--- src/rtl/lps_pkg.sv ---
`timescale 1ns / 1ps

package lps_pkg;

    // Stream payload widths
    localparam int IN_W   = 72;
    localparam int OUT_W  = 32;
    localparam int USER_W = 2;

    // Request kinds carried in tuser
    typedef enum logic [1:0] {
        REQ_RUN   = 2'd0,
        REQ_SET   = 2'd1,
        REQ_CLEAR = 2'd2,
        REQ_NONE  = 2'd3
    } lps_req_t;

    // Pattern codes
    typedef enum logic [2:0] {
        PAT_NONE      = 3'd0,
        PAT_SOLID     = 3'd1,
        PAT_BREATHE   = 3'd2,
        PAT_HEARTBEAT = 3'd3,
        PAT_BLINK     = 3'd4,
        PAT_SOS       = 3'd5,
        PAT_BLACK6    = 3'd6,
        PAT_BLACK7    = 3'd7
    } lps_pat_t;

    // Sequencer states
    typedef enum logic [2:0] {
        ST_IDLE,
        ST_READ,
        ST_UPDATE,
        ST_LOAD,
        ST_DIV,
        ST_EMIT
    } lps_state_t;

    localparam logic [31:0] SOS_MASK = 32'h0153_BB95;

    // Scale thresholds (scale is carried as 9 bits plus a saturation flag,
    // the flag standing for scale >= 512)
    localparam logic [8:0] TH_FADE  = 9'd255;
    localparam logic [8:0] TH_BEAT  = 9'd32;
    localparam logic [8:0] TH_BLINK = 9'd64;

    // Last step of each stepping pattern before wrapping to zero
    localparam logic [5:0] HB_LAST    = 6'd6;
    localparam logic [5:0] BLINK_LAST = 6'd1;
    localparam logic [5:0] SOS_LAST   = 6'd31;

    // Breathe steps
    localparam logic [4:0] BR_FADE_IN  = 5'd0;
    localparam logic [4:0] BR_HOLD     = 5'd1;
    localparam logic [4:0] BR_FADE_OUT = 5'd2;
    localparam logic [4:0] BR_DARK     = 5'd3;

    localparam logic [15:0] PERIOD_RESET = 16'd1000;

    typedef struct packed {
        logic [4:0]  pad;
        logic [7:0]  blue_in;
        logic [7:0]  green_in;
        logic [7:0]  red_in;
        logic [2:0]  pattern_code;
        logic [7:0]  led_select;
        logic [31:0] now;
    } lps_in_t;

    typedef struct packed {
        logic [1:0] pad;
        logic [7:0] blue_out;
        logic [7:0] green_out;
        logic [7:0] red_out;
        logic [5:0] led_number;
    } lps_out_t;

    // One table entry per LED
    typedef struct packed {
        logic [2:0]  pattern;
        logic [4:0]  step;
        logic [31:0] start;
        logic [7:0]  blue;
        logic [7:0]  green;
        logic [7:0]  red;
    } lps_entry_t;

    localparam int ENTRY_W = $bits(lps_entry_t);

    // Divider result: quotient valid when sat is low
    typedef struct packed {
        logic       sat;
        logic [8:0] quo;
    } lps_scale_t;

endpackage

--- src/rtl/lps_ram.sv ---
`timescale 1ns / 1ps

module lps_ram #(
    parameter int WIDTH = 64,
    parameter int DEPTH = 16
) (
    input  logic                                  clk,
    input  logic                                  wr_en,
    input  logic [(DEPTH > 1 ? $clog2(DEPTH) : 1)-1:0] wr_addr,
    input  logic [WIDTH-1:0]                      wr_data,
    input  logic                                  rd_en,
    input  logic [(DEPTH > 1 ? $clog2(DEPTH) : 1)-1:0] rd_addr,
    output logic [WIDTH-1:0]                      rd_data
);

    logic [WIDTH-1:0] mem [DEPTH];

    always_ff @(posedge clk)
    begin
        if (wr_en)
        begin
            mem[wr_addr] <= wr_data;
        end
        if (rd_en)
        begin
            rd_data <= mem[rd_addr];
        end
    end

endmodule

--- src/rtl/lps_div.sv ---
`timescale 1ns / 1ps

// Phase scale divider: quotient of num / den, one bit a cycle, reporting
// saturation at once when the quotient reaches 512.
module lps_div (
    input  logic                clk,
    input  logic                rst_n,
    input  logic                start,
    input  logic [31:0]         num,
    input  logic [15:0]         den,
    output logic                done,
    output lps_pkg::lps_scale_t res
);

    import lps_pkg::*;

    logic        busy_reg, busy_next;
    logic        done_reg, done_next;
    logic [3:0]  cnt_reg, cnt_next;
    logic [15:0] rem_reg, rem_next;
    logic [15:0] den_reg, den_next;
    logic [8:0]  bits_reg, bits_next;
    lps_scale_t  res_reg, res_next;

    logic [16:0] cur;
    logic        sat_now;

    assign sat_now = {1'b0, num[31:9]} >= {8'd0, den};
    assign cur     = {rem_reg, bits_reg[8]};

    always_comb
    begin
        busy_next = busy_reg;
        done_next = 1'b0;
        cnt_next  = cnt_reg;
        rem_next  = rem_reg;
        den_next  = den_reg;
        bits_next = bits_reg;
        res_next  = res_reg;
        if (start)
        begin
            den_next     = den;
            res_next.quo = '0;
            res_next.sat = sat_now;
            rem_next     = num[24:9];
            bits_next    = num[8:0];
            cnt_next     = 4'd9;
            busy_next    = !sat_now;
            done_next    = sat_now;
        end
        else if (busy_reg)
        begin
            // restoring step
            if (cur >= {1'b0, den_reg})
            begin
                rem_next     = 16'(cur - {1'b0, den_reg});
                res_next.quo = {res_reg.quo[7:0], 1'b1};
            end
            else
            begin
                rem_next     = cur[15:0];
                res_next.quo = {res_reg.quo[7:0], 1'b0};
            end
            bits_next = {bits_reg[7:0], 1'b0};
            cnt_next  = cnt_reg - 4'd1;
            if (cnt_reg == 4'd1)
            begin
                busy_next = 1'b0;
                done_next = 1'b1;
            end
        end
    end

    always_ff @(posedge clk or negedge rst_n)
    begin
        if (!rst_n)
        begin
            busy_reg <= 1'b0;
            done_reg <= 1'b0;
            cnt_reg  <= '0;
        end
        else
        begin
            busy_reg <= busy_next;
            done_reg <= done_next;
            cnt_reg  <= cnt_next;
        end
    end

    always_ff @(posedge clk)
    begin
        rem_reg  <= rem_next;
        den_reg  <= den_next;
        bits_reg <= bits_next;
        res_reg  <= res_next;
    end

    assign done = done_reg;
    assign res  = res_reg;

    a_done_not_busy: assert property (@(posedge clk) disable iff (!rst_n)
        done_reg |-> !busy_reg)
        else $error("divider done while still busy");

    a_rem_below_den: assert property (@(posedge clk) disable iff (!rst_n)
        busy_reg |-> rem_reg < den_reg)
        else $error("partial remainder not below divisor");

    a_start_progress: assert property (@(posedge clk) disable iff (!rst_n)
        start |=> (busy_reg || done_reg))
        else $error("divider start lost");

endmodule

--- src/rtl/led_pattern_sequencer_unit.sv ---
`timescale 1ns / 1ps

// Channel   Direction  Handshake                       Payload
// s_axis    in         s_axis_tvalid / s_axis_tready   tdata: request fields, tuser: kind
// m_axis    out        m_axis_tvalid / m_axis_tready   tdata: LED color, tuser: write flag,
//                                                      tlast: final LED of a run
// cfg       in         cfg_valid / cfg_ready           cfg_data: period in ticks
//
// A set or clear reads the entry, merges the request and writes it back through the table RAM.
// For each LED a run does one table read, then the bit-serial phase divider (9 quotient bits,
// skipped when the scale is 512 or more), then update and write back.
// Reset clears every table entry at once through per-LED valid bits; the period
// returns to 1000 ticks. A stalled result output holds the walk in place; a new
// request is taken as soon as the last result of a run sits in the output register.
module led_pattern_sequencer_unit #(
    parameter int LED_SLOTS = 16
) (
    input  logic                        clk,
    input  logic                        rst_n,
    input  logic                        s_axis_tvalid,
    output logic                        s_axis_tready,
    // now[31:0], led_select[39:32], pattern_code[42:40], red_in[50:43],
    // green_in[58:51], blue_in[66:59], zero fill above
    input  logic [lps_pkg::IN_W-1:0]    s_axis_tdata,
    // req_type[1:0]
    input  logic [lps_pkg::USER_W-1:0]  s_axis_tuser,
    output logic                        m_axis_tvalid,
    input  logic                        m_axis_tready,
    // led_number[5:0], red_out[13:6], green_out[21:14], blue_out[29:22], zero fill above
    output logic [lps_pkg::OUT_W-1:0]   m_axis_tdata,
    // write_color[0]
    output logic [0:0]                  m_axis_tuser,
    // last_of_run
    output logic                        m_axis_tlast,
    input  logic                        cfg_valid,
    output logic                        cfg_ready,
    input  logic [15:0]                 cfg_data
);

    import lps_pkg::*;

    localparam int IDX_W = (LED_SLOTS > 1) ? $clog2(LED_SLOTS) : 1;
    localparam logic [IDX_W-1:0] IDX_LAST = IDX_W'(LED_SLOTS - 1);

    // ---------------------------------------------------------------- control
    lps_state_t      state_reg, state_next;
    logic [IDX_W-1:0] idx_reg, idx_next;
    lps_in_t         in_reg;
    lps_req_t        req_reg;
    logic [15:0]     period_reg;
    logic [LED_SLOTS-1:0] valid_reg;
    logic            rd_valid_reg;

    // ---------------------------------------------------------------- table
    logic             ram_wr_en;
    logic [IDX_W-1:0] ram_addr;
    lps_entry_t       ram_wr_data;
    logic             ram_rd_en;
    logic [ENTRY_W-1:0] ram_rd_raw;
    lps_entry_t       ram_entry;
    lps_entry_t       entry_reg;

    // ---------------------------------------------------------------- divider
    logic             div_start;
    logic [31:0]      div_num;
    logic [15:0]      div_den;
    logic             div_done;
    lps_scale_t       div_res;

    // ---------------------------------------------------------------- output
    logic             out_valid_reg;
    lps_out_t         out_data_reg;
    logic             out_wr_reg;
    logic             out_last_reg;

    logic             in_fire;
    logic             emit_fire;
    logic             req_ok;
    lps_in_t          in_word;
    lps_req_t         in_req;

    // emit computation
    logic [7:0]       res_r, res_g, res_b;
    logic             res_wr;
    lps_entry_t       upd_entry;
    logic             ge_fade, ge_beat, ge_blink;
    logic [5:0]       step_inc;
    logic [7:0]       fade;
    logic [15:0]      prod_r, prod_g, prod_b;
    logic             lit;

    assign in_word = lps_in_t'(s_axis_tdata);
    assign in_req  = lps_req_t'(s_axis_tuser);

    assign s_axis_tready = (state_reg == ST_IDLE);
    assign in_fire       = s_axis_tvalid && s_axis_tready;
    assign cfg_ready     = 1'b1;
    assign emit_fire     = (state_reg == ST_EMIT) && (!out_valid_reg || m_axis_tready);

    // Drop set and clear for LEDs outside the table, and unknown kinds.
    assign req_ok = (in_req == REQ_RUN) ||
                    (((in_req == REQ_SET) || (in_req == REQ_CLEAR)) &&
                     (in_word.led_select < 8'(LED_SLOTS)));

    // Entries never written read as zero.
    assign ram_entry = rd_valid_reg ? lps_entry_t'(ram_rd_raw) : '0;

    // ---------------------------------------------------------------- FSM
    always_comb
    begin
        state_next = state_reg;
        idx_next   = idx_reg;
        ram_rd_en  = 1'b0;
        div_start  = 1'b0;
        case (state_reg)
            ST_IDLE:
            begin
                if (in_fire && req_ok)
                begin
                    state_next = ST_READ;
                    idx_next   = (in_req == REQ_RUN) ? '0 : in_word.led_select[IDX_W-1:0];
                end
            end
            ST_READ:
            begin
                ram_rd_en  = 1'b1;
                state_next = (req_reg == REQ_RUN) ? ST_LOAD : ST_UPDATE;
            end
            ST_UPDATE:
            begin
                state_next = ST_IDLE;
            end
            ST_LOAD:
            begin
                div_start  = 1'b1;
                state_next = ST_DIV;
            end
            ST_DIV:
            begin
                if (div_done)
                begin
                    state_next = ST_EMIT;
                end
            end
            ST_EMIT:
            begin
                if (emit_fire)
                begin
                    if (idx_reg == IDX_LAST)
                    begin
                        state_next = ST_IDLE;
                    end
                    else
                    begin
                        idx_next   = idx_reg + 1'b1;
                        state_next = ST_READ;
                    end
                end
            end
            default:
            begin
                state_next = ST_IDLE;
            end
        endcase
    end

    // Elapsed ticks shifted up by 8, wrapping at 24 bits; a zero period acts as one.
    assign div_num = {16'(24'(in_reg.now - ram_entry.start) >> 8),
                      8'(in_reg.now - ram_entry.start), 8'h00};
    assign div_den = (period_reg == 16'd0) ? 16'd1 : period_reg;

    lps_div u_div (
        .clk   (clk),
        .rst_n (rst_n),
        .start (div_start),
        .num   (div_num),
        .den   (div_den),
        .done  (div_done),
        .res   (div_res)
    );

    // ---------------------------------------------------------------- pattern step
    assign ge_fade  = div_res.sat || (div_res.quo >= TH_FADE);
    assign ge_beat  = div_res.sat || (div_res.quo >= TH_BEAT);
    assign ge_blink = div_res.sat || (div_res.quo >= TH_BLINK);
    assign step_inc = {1'b0, entry_reg.step} + 6'd1;

    // Fade factor stays within 0 to 255 without wrapping whenever it is used.
    assign fade   = (entry_reg.step == BR_FADE_IN) ? div_res.quo[7:0]
                                                   : 8'(8'd255 - div_res.quo[7:0]);
    assign prod_r = 16'(fade) * 16'(entry_reg.red);
    assign prod_g = 16'(fade) * 16'(entry_reg.green);
    assign prod_b = 16'(fade) * 16'(entry_reg.blue);

    always_comb
    begin
        res_r     = 8'd0;
        res_g     = 8'd0;
        res_b     = 8'd0;
        res_wr    = 1'b1;
        lit       = 1'b0;
        upd_entry = entry_reg;
        case (lps_pat_t'(entry_reg.pattern))
            PAT_NONE:
            begin
                res_wr = 1'b0;
            end
            PAT_SOLID:
            begin
                lit = 1'b1;
            end
            PAT_BREATHE:
            begin
                if ((entry_reg.step == BR_FADE_IN) || (entry_reg.step == BR_FADE_OUT))
                begin
                    if (ge_fade)
                    begin
                        // phase transition: advance and leave the LED alone
                        res_wr          = 1'b0;
                        upd_entry.step  = 5'(step_inc);
                        upd_entry.start = in_reg.now;
                    end
                    else
                    begin
                        res_r = prod_r[15:8];
                        res_g = prod_g[15:8];
                        res_b = prod_b[15:8];
                    end
                end
                else if (entry_reg.step == BR_HOLD)
                begin
                    lit = 1'b1;
                    // hold ends once scale reaches 512
                    if (div_res.sat)
                    begin
                        upd_entry.step  = BR_FADE_OUT;
                        upd_entry.start = in_reg.now;
                    end
                end
                else if (entry_reg.step == BR_DARK)
                begin
                    if (ge_fade)
                    begin
                        upd_entry.step  = BR_FADE_IN;
                        upd_entry.start = in_reg.now;
                    end
                end
                else
                begin
                    // stray step: restart the cycle silently
                    res_wr          = 1'b0;
                    upd_entry.step  = BR_FADE_IN;
                    upd_entry.start = in_reg.now;
                end
            end
            PAT_HEARTBEAT:
            begin
                lit = (entry_reg.step == 5'd0) || (entry_reg.step == 5'd2);
                if (ge_beat)
                begin
                    upd_entry.step  = (step_inc > HB_LAST) ? 5'd0 : 5'(step_inc);
                    upd_entry.start = in_reg.now;
                end
            end
            PAT_BLINK:
            begin
                lit = (entry_reg.step == 5'd1);
                if (ge_blink)
                begin
                    upd_entry.step  = (step_inc > BLINK_LAST) ? 5'd0 : 5'(step_inc);
                    upd_entry.start = in_reg.now;
                end
            end
            PAT_SOS:
            begin
                lit = SOS_MASK[entry_reg.step];
                if (ge_beat)
                begin
                    upd_entry.step  = (step_inc > SOS_LAST) ? 5'd0 : 5'(step_inc);
                    upd_entry.start = in_reg.now;
                end
            end
            default:
            begin
                // unknown codes drive black
            end
        endcase
        if (lit)
        begin
            res_r = entry_reg.red;
            res_g = entry_reg.green;
            res_b = entry_reg.blue;
        end
    end

    // ---------------------------------------------------------------- table write
    always_comb
    begin
        ram_wr_en   = 1'b0;
        ram_wr_data = upd_entry;
        if (state_reg == ST_UPDATE)
        begin
            ram_wr_en   = 1'b1;
            ram_wr_data = ram_entry;
            if (req_reg == REQ_SET)
            begin
                // keep the step index, replace everything else
                ram_wr_data.pattern = in_reg.pattern_code;
                ram_wr_data.red     = in_reg.red_in;
                ram_wr_data.green   = in_reg.green_in;
                ram_wr_data.blue    = in_reg.blue_in;
                ram_wr_data.start   = in_reg.now;
            end
            else
            begin
                ram_wr_data.pattern = PAT_NONE;
            end
        end
        else if (emit_fire)
        begin
            ram_wr_en = 1'b1;
        end
    end

    assign ram_addr = idx_reg;

    lps_ram #(
        .WIDTH (ENTRY_W),
        .DEPTH (LED_SLOTS)
    ) u_table (
        .clk     (clk),
        .wr_en   (ram_wr_en),
        .wr_addr (ram_addr),
        .wr_data (ram_wr_data),
        .rd_en   (ram_rd_en),
        .rd_addr (ram_addr),
        .rd_data (ram_rd_raw)
    );

    // ---------------------------------------------------------------- registers
    always_ff @(posedge clk or negedge rst_n)
    begin
        if (!rst_n)
        begin
            state_reg     <= ST_IDLE;
            idx_reg       <= '0;
            req_reg       <= REQ_RUN;
            period_reg    <= PERIOD_RESET;
            valid_reg     <= '0;
            rd_valid_reg  <= 1'b0;
            out_valid_reg <= 1'b0;
        end
        else
        begin
            state_reg <= state_next;
            idx_reg   <= idx_next;
            if (in_fire)
            begin
                req_reg <= in_req;
            end
            if (cfg_valid && cfg_ready)
            begin
                period_reg <= cfg_data;
            end
            if (ram_wr_en)
            begin
                valid_reg[ram_addr] <= 1'b1;
            end
            if (ram_rd_en)
            begin
                rd_valid_reg <= valid_reg[ram_addr];
            end
            if (emit_fire)
            begin
                out_valid_reg <= 1'b1;
            end
            else if (m_axis_tready)
            begin
                out_valid_reg <= 1'b0;
            end
        end
    end

    // Payload: no reset needed
    always_ff @(posedge clk)
    begin
        if (in_fire)
        begin
            in_reg <= in_word;
        end
        if (state_reg == ST_LOAD)
        begin
            entry_reg <= ram_entry;
        end
        if (emit_fire)
        begin
            out_data_reg.pad        <= '0;
            out_data_reg.led_number <= 6'(idx_reg);
            out_data_reg.red_out    <= res_r;
            out_data_reg.green_out  <= res_g;
            out_data_reg.blue_out   <= res_b;
            out_wr_reg              <= res_wr;
            out_last_reg            <= (idx_reg == IDX_LAST);
        end
    end

    assign m_axis_tvalid   = out_valid_reg;
    assign m_axis_tdata    = out_data_reg;
    assign m_axis_tuser[0] = out_wr_reg;
    assign m_axis_tlast    = out_last_reg;

    // ---------------------------------------------------------------- checks
    a_busy_blocks_input: assert property (@(posedge clk) disable iff (!rst_n)
        (state_reg != ST_IDLE) |-> !s_axis_tready)
        else $error("request taken while a request is in progress");

    a_write_states: assert property (@(posedge clk) disable iff (!rst_n)
        ram_wr_en |-> ((state_reg == ST_EMIT) || (state_reg == ST_UPDATE)))
        else $error("table written outside update or emit");

    a_last_led: assert property (@(posedge clk) disable iff (!rst_n)
        (m_axis_tvalid && m_axis_tlast) |-> (out_data_reg.led_number == 6'(LED_SLOTS - 1)))
        else $error("run end marked on wrong LED");

    a_div_to_emit: assert property (@(posedge clk) disable iff (!rst_n)
        ((state_reg == ST_DIV) && div_done) |=> (state_reg == ST_EMIT))
        else $error("divider result not consumed");

endmodule
--- config.mk ---
export PLATFORM = sky130hd
export DESIGN_NAME = led_pattern_sequencer_unit
export DESIGN_NICKNAME = d
export VERILOG_FILES = /design/src/rtl/lps_pkg.sv /design/src/rtl/lps_ram.sv /design/src/rtl/lps_div.sv /design/src/rtl/led_pattern_sequencer_unit.sv
export SDC_FILE = /design/constraint.sdc
export NUM_CORES = 2
export LEC_CHECK = 0
export BUFFER_PORTS_ARGS = -buffer_cell sky130_fd_sc_hd__clkbuf_2
export CORE_UTILIZATION = 26
export CTS_BUF_LIST = sky130_fd_sc_hd__clkbuf_4 sky130_fd_sc_hd__clkbuf_8 sky130_fd_sc_hd__clkbuf_16
export DETAILED_ROUTE_END_ITERATION = 8
export SYNTH_ARGS = -nofsm -noshare
export SYNTH_HDL_FRONTEND = slang
export SYNTH_SLANG_ARGS = --single-unit
export TNS_END_PERCENT = 10
--- constraint.sdc ---
create_clock -name clk -period 6.7 [get_ports clk]
set_input_delay 0.335 -clock clk [delete_from_list [all_inputs] [get_ports clk]]
set_output_delay 0.335 -clock clk [all_outputs]
set_load 0.02 [all_outputs]
==> results_tabular.tex <==
\begin{tabular}{lr}
\hline
Metric & Value \\
\hline
\multicolumn{2}{l}{\textbf{Worst setup path}} \\
Worst-path cell chain & inv\_1 -> ha\_1 -> or4b\_4 -> xor2\_1 -> buf\_4 -> and2\_1 -> fa\_1 -> fa\_1 -> fa\_1 -> inv\_1 -> fa\_1 -> inv\_1 -> ha\_1 -> or2\_2 -> a21oi\_1 -> a21oi\_2 -> a21oi\_1 -> nor2b\_2 -> or3\_1 -> a32o\_1 \\
Biggest cell delay along the critical path & 0.61 ns \\
Worst reg2reg startpoint & entry\_reg[56] \\
Crit path max fanout & 23 \\
Reg2Reg Depth & 20 \\
Most Frequent Cell on Critical Path & sky130\_fd\_sc\_hd\_\_fa\_1 \\
Worst Path Required & 7.16 ns \\
Worst Setup End Kind & flop \\
Kind of start point of the critical path & flop \\
CP arrival & 6.80 ns \\
Crit path kind & flop to flop \\
Endpoint of the most critical register-to-register path & m\_axis\_tdata[27] \\
Slowest cell on crit path & sky130\_fd\_sc\_hd\_\_or4b\_4 \\
Minimum setup slack among reg-to-reg paths & 0.36 ns \\
Launching instance or port of the critical path & entry\_reg[56] \\
\multicolumn{2}{l}{\textbf{STA}} \\
Worst clock skew & 0.0450 ns \\
Slew Limit Fails & 0 \\
Final setup fails & 0 \\
Slew at the pin with the worst max-slew slack & 1.41 ns \\
Unrepaired setup endpoints after global routing & no \\
Tcrit/Tclk final & 94.7\% \\
Maximum clock frequency & 0.158 GHz \\
Minimum setup slack in the final design & 0.358 ns \\
Setup TNS & 0 ns \\
Final hold violation count & 0 \\
Time the worst path needs with I/O delays and setup & 6.34 ns \\
Max transition margin & 5.70\% \\
Post-Route Hold Slack & 0.0973 ns \\
\multicolumn{2}{l}{\textbf{Yosys}} \\
Gate Count Post-Synth & 3268 \\
Number of distinct library cell variants in the gate-level netlist after synthesis & 82 \\
Fraction of synthesis flops using an asynchronous set or reset pin & 4.15\% \\
Summed instance area of the synthesized netlist & 0.0541 mm\^{}2 \\
Mean instance size in the synthesized netlist & 16.5 um\^{}2 \\
Number of enable flip-flop cells after synthesis & 1123 \\
Sequential element share of the synthesized area & 65.0\% \\
Number of flip-flops and latches in the synthesized netlist & 1182 \\
Top FF cell, synth & sky130\_fd\_sc\_hd\_\_edfxtp\_1 \\
Yosys warning count & 0 \\
\multicolumn{2}{l}{\textbf{Place}} \\
PortBufs & 113 \\
Detailed placement HPWL & 80800 um \\
Pre-CTS WS & 0.188 ns \\
Placer Congestion & 0.796 \\
Instance count after placement with tap cells included & 6021 \\
\multicolumn{2}{l}{\textbf{Global routing}} \\
GRT Total Usage & 12.7\% \\
Pin count of the biggest net entering global routing & 139 \\
Initial antenna violation count & 11 \\
Global-route wire length before repair & 200000 um \\
Via count of the first global-routing pass & 30400 \\
GR Overflow Total & 0 \\
\multicolumn{2}{l}{\textbf{Power}} \\
Overall power of the completed layout & 0.0305 W \\
Worst VDD drop & 0.304 mV \\
PwrDens & 485 mW/mm\^{}2 \\
Reported leakage power & 21.7 nW \\
\multicolumn{2}{l}{\textbf{Cells and area}} \\
Fraction of layout instances using a drive strength above 1 & 21.5\% \\
Leading cell type in the layout, fill and taps excluded & sky130\_fd\_sc\_hd\_\_edfxtp\_1 \\
Max FFs per register & 896 \\
Net total in the final layout & 3877 \\
Seq. cell area & 0.0352 mm\^{}2 \\
Commonest cells after routing, fill and taps aside & sky130\_fd\_sc\_hd\_\_edfxtp\_1, sky130\_fd\_sc\_hd\_\_mux4\_2, sky130\_fd\_sc\_hd\_\_nand2\_1, sky130\_fd\_sc\_hd\_\_inv\_1, sky130\_fd\_sc\_hd\_\_and2\_1 \\
Area growth syn-to-layout & 16.3\% \\
Number of fill cells in the layout & 20200 \\
Area of combinational cells with multiple inputs & 0.0176 mm\^{}2 \\
Non-filler instance count after layout & 6306 \\
\multicolumn{2}{l}{\textbf{Run}} \\
Count of max-cap constraint violations & 0 \\
\multicolumn{2}{l}{\textbf{Hold path}} \\
WHS Path Cells & 3 \\
Worst min path class & input pin to flop \\
Origin of the worst min-delay path & s\_axis\_tdata[32] \\
Endpoint, Worst Hold & idx\_reg[0] \\
\multicolumn{2}{l}{\textbf{Floorplanning}} \\
Initial cell density of the core & 26.1\% \\
Full die area & 0.210 mm\^{}2 \\
Width of the die & 458 um \\
Number of I/O pins & 132 \\
Die Y-Extent & 458 um \\
Core region area & 0.207 mm\^{}2 \\
Number of placement rows & 167 \\
\multicolumn{2}{l}{\textbf{CTS}} \\
Clock-pin slew reported for the worst setup and hold paths after clock tree synthesis & 0.07 ns \\
H-tree depth & 3 \\
Sink Count & 1182 \\
Clock tree from TritonCTS & done \\
Cts bufs inserted & 113 \\
Post-CTS repair timing setup buffer count & 0 \\
Buffer type at the clock tree root & sky130\_fd\_sc\_hd\_\_clkbuf\_16 \\
Clk\_lat worst skew & 0.73 ns \\
Buffers from clock root to sink, at most & 3 \\
\multicolumn{2}{l}{\textbf{Routing}} \\
DR vias & 29100 \\
Detail-routed net length per standard cell & 21.3 um \\
Number of vias per cell after detailed routing & 4.61 \\
Number of design-rule violations left by the first detailed-router iteration & 2404 \\
Drt first pass iters & 7 \\
Routed wire length & 134000 um \\
Post-route DRC violation count & 2 \\
Number of routed nets with antenna violations & 0 \\
\multicolumn{2}{l}{\textbf{Run status}} \\
Result of the run & finished with violations \\
Violations in the final reports & design-rule violations \\
\hline
\end{tabular}
## what timing repair did
action,4_1_cts,5_1_grt
resized for setup,0,1
setup endpoints to repair,0,8
hold buffers,75,0
endpoints found under the hold margin,115,0
## per-stage QoR
step	instance area (um^2)	util, %
2_1_floorplan	54100	-
3_3_place_gp	58400	28.2
3_5_place_dp	58400	28.2
4_1_cts	62900	30.4
5_1_grt	62900	30.4
6_report	62900	30.4
## cell type report
type                       count  share of cell area, %
sequential                  1182                   55.9
timing repair buffer         289                   3.40
clock buffer                 134                   4.83
multi-input combinational   1709                   28.0
antenna                        2                0.00796
clock inverter                74                   1.21
inverter                     212                   1.27
tap                         2704                   5.38
## logic make-up (layout without fill, tap and decap cells)
kind of cell,Yosys count,count (layout),share of synthesized area [%]
XOR/XNOR,66,66,1.07
other,2,7,0.0139
adder cells (fa/ha/maj),275,275,7.85
AND/OR/NAND/NOR,650,650,6.02
AO/OA/AOI/OAI,367,367,4.30
buffers and inverters,380,709,2.71
flip-flops,1182,1182,65.0
multiplexers,346,346,13.0
## power breakdown
part | internal [W] | leakage [nW] | switching (W) | total [W]
Combinational | 0.00565 | 8.98 | 0.00748 | 0.0131
Sequential | 0.0101 | 10.8 | 0.000684 | 0.0108
Clock | 0.00374 | 1.89 | 0.00280 | 0.00655
Total | 0.0195 | 21.7 | 0.0110 | 0.0305
## Yosys cell counts, types with 43 or more instances
master / count / area (um^2)
sky130_fd_sc_hd__dfrtp_1: 43 / 1080
sky130_fd_sc_hd__edfxtp_1: 1123 / 33700
sky130_fd_sc_hd__o21ai_0: 97 / 485
sky130_fd_sc_hd__mux2i_1: 53 / 531
sky130_fd_sc_hd__inv_1: 211 / 792
sky130_fd_sc_hd__nor2_1: 114 / 428
sky130_fd_sc_hd__fa_1: 107 / 2140
sky130_fd_sc_hd__and2_1: 179 / 1120
sky130_fd_sc_hd__clkbuf_1: 120 / 450
sky130_fd_sc_hd__mux4_2: 285 / 6420
sky130_fd_sc_hd__a21oi_1: 111 / 556
sky130_fd_sc_hd__ha_1: 168 / 2100
sky130_fd_sc_hd__nand2_1: 213 / 800
## worst max path at each step
stage,slack [ns],cells after the start,endpoint
final,0.36,20,m_axis_tdata[27]
after global routing,0.07,20,m_axis_tdata[27]
after CTS,0.13,20,m_axis_tdata[27]
after detailed placement,0.19,22,m_axis_tdata[27]
after global placement,0.15,20,m_axis_tdata[27]
after floorplan,0.47,22,m_axis_tdata[27]
## worst max-delay path: cells and delay by family (launching register included)
kind / cells / cell delay [ns]
compound gates: 4 / 0.82
buf+inv: 4 / 0.53
xor+xnor: 1 / 0.21
simple gates: 5 / 1.48
fa+ha+maj: 6 / 2.63
flops: 1 / 0.39
## per-layer routing
metal,vias up,GRT usage (%),routed length (um)
met5,-,0,60
met4,10,3.86,3260
met3,173,1.44,6630
met2,788,22.4,68600
met1,15100,16.2,55900
li1,12900,-,-
No activity file was read; power rests on OpenSTA's default activity.
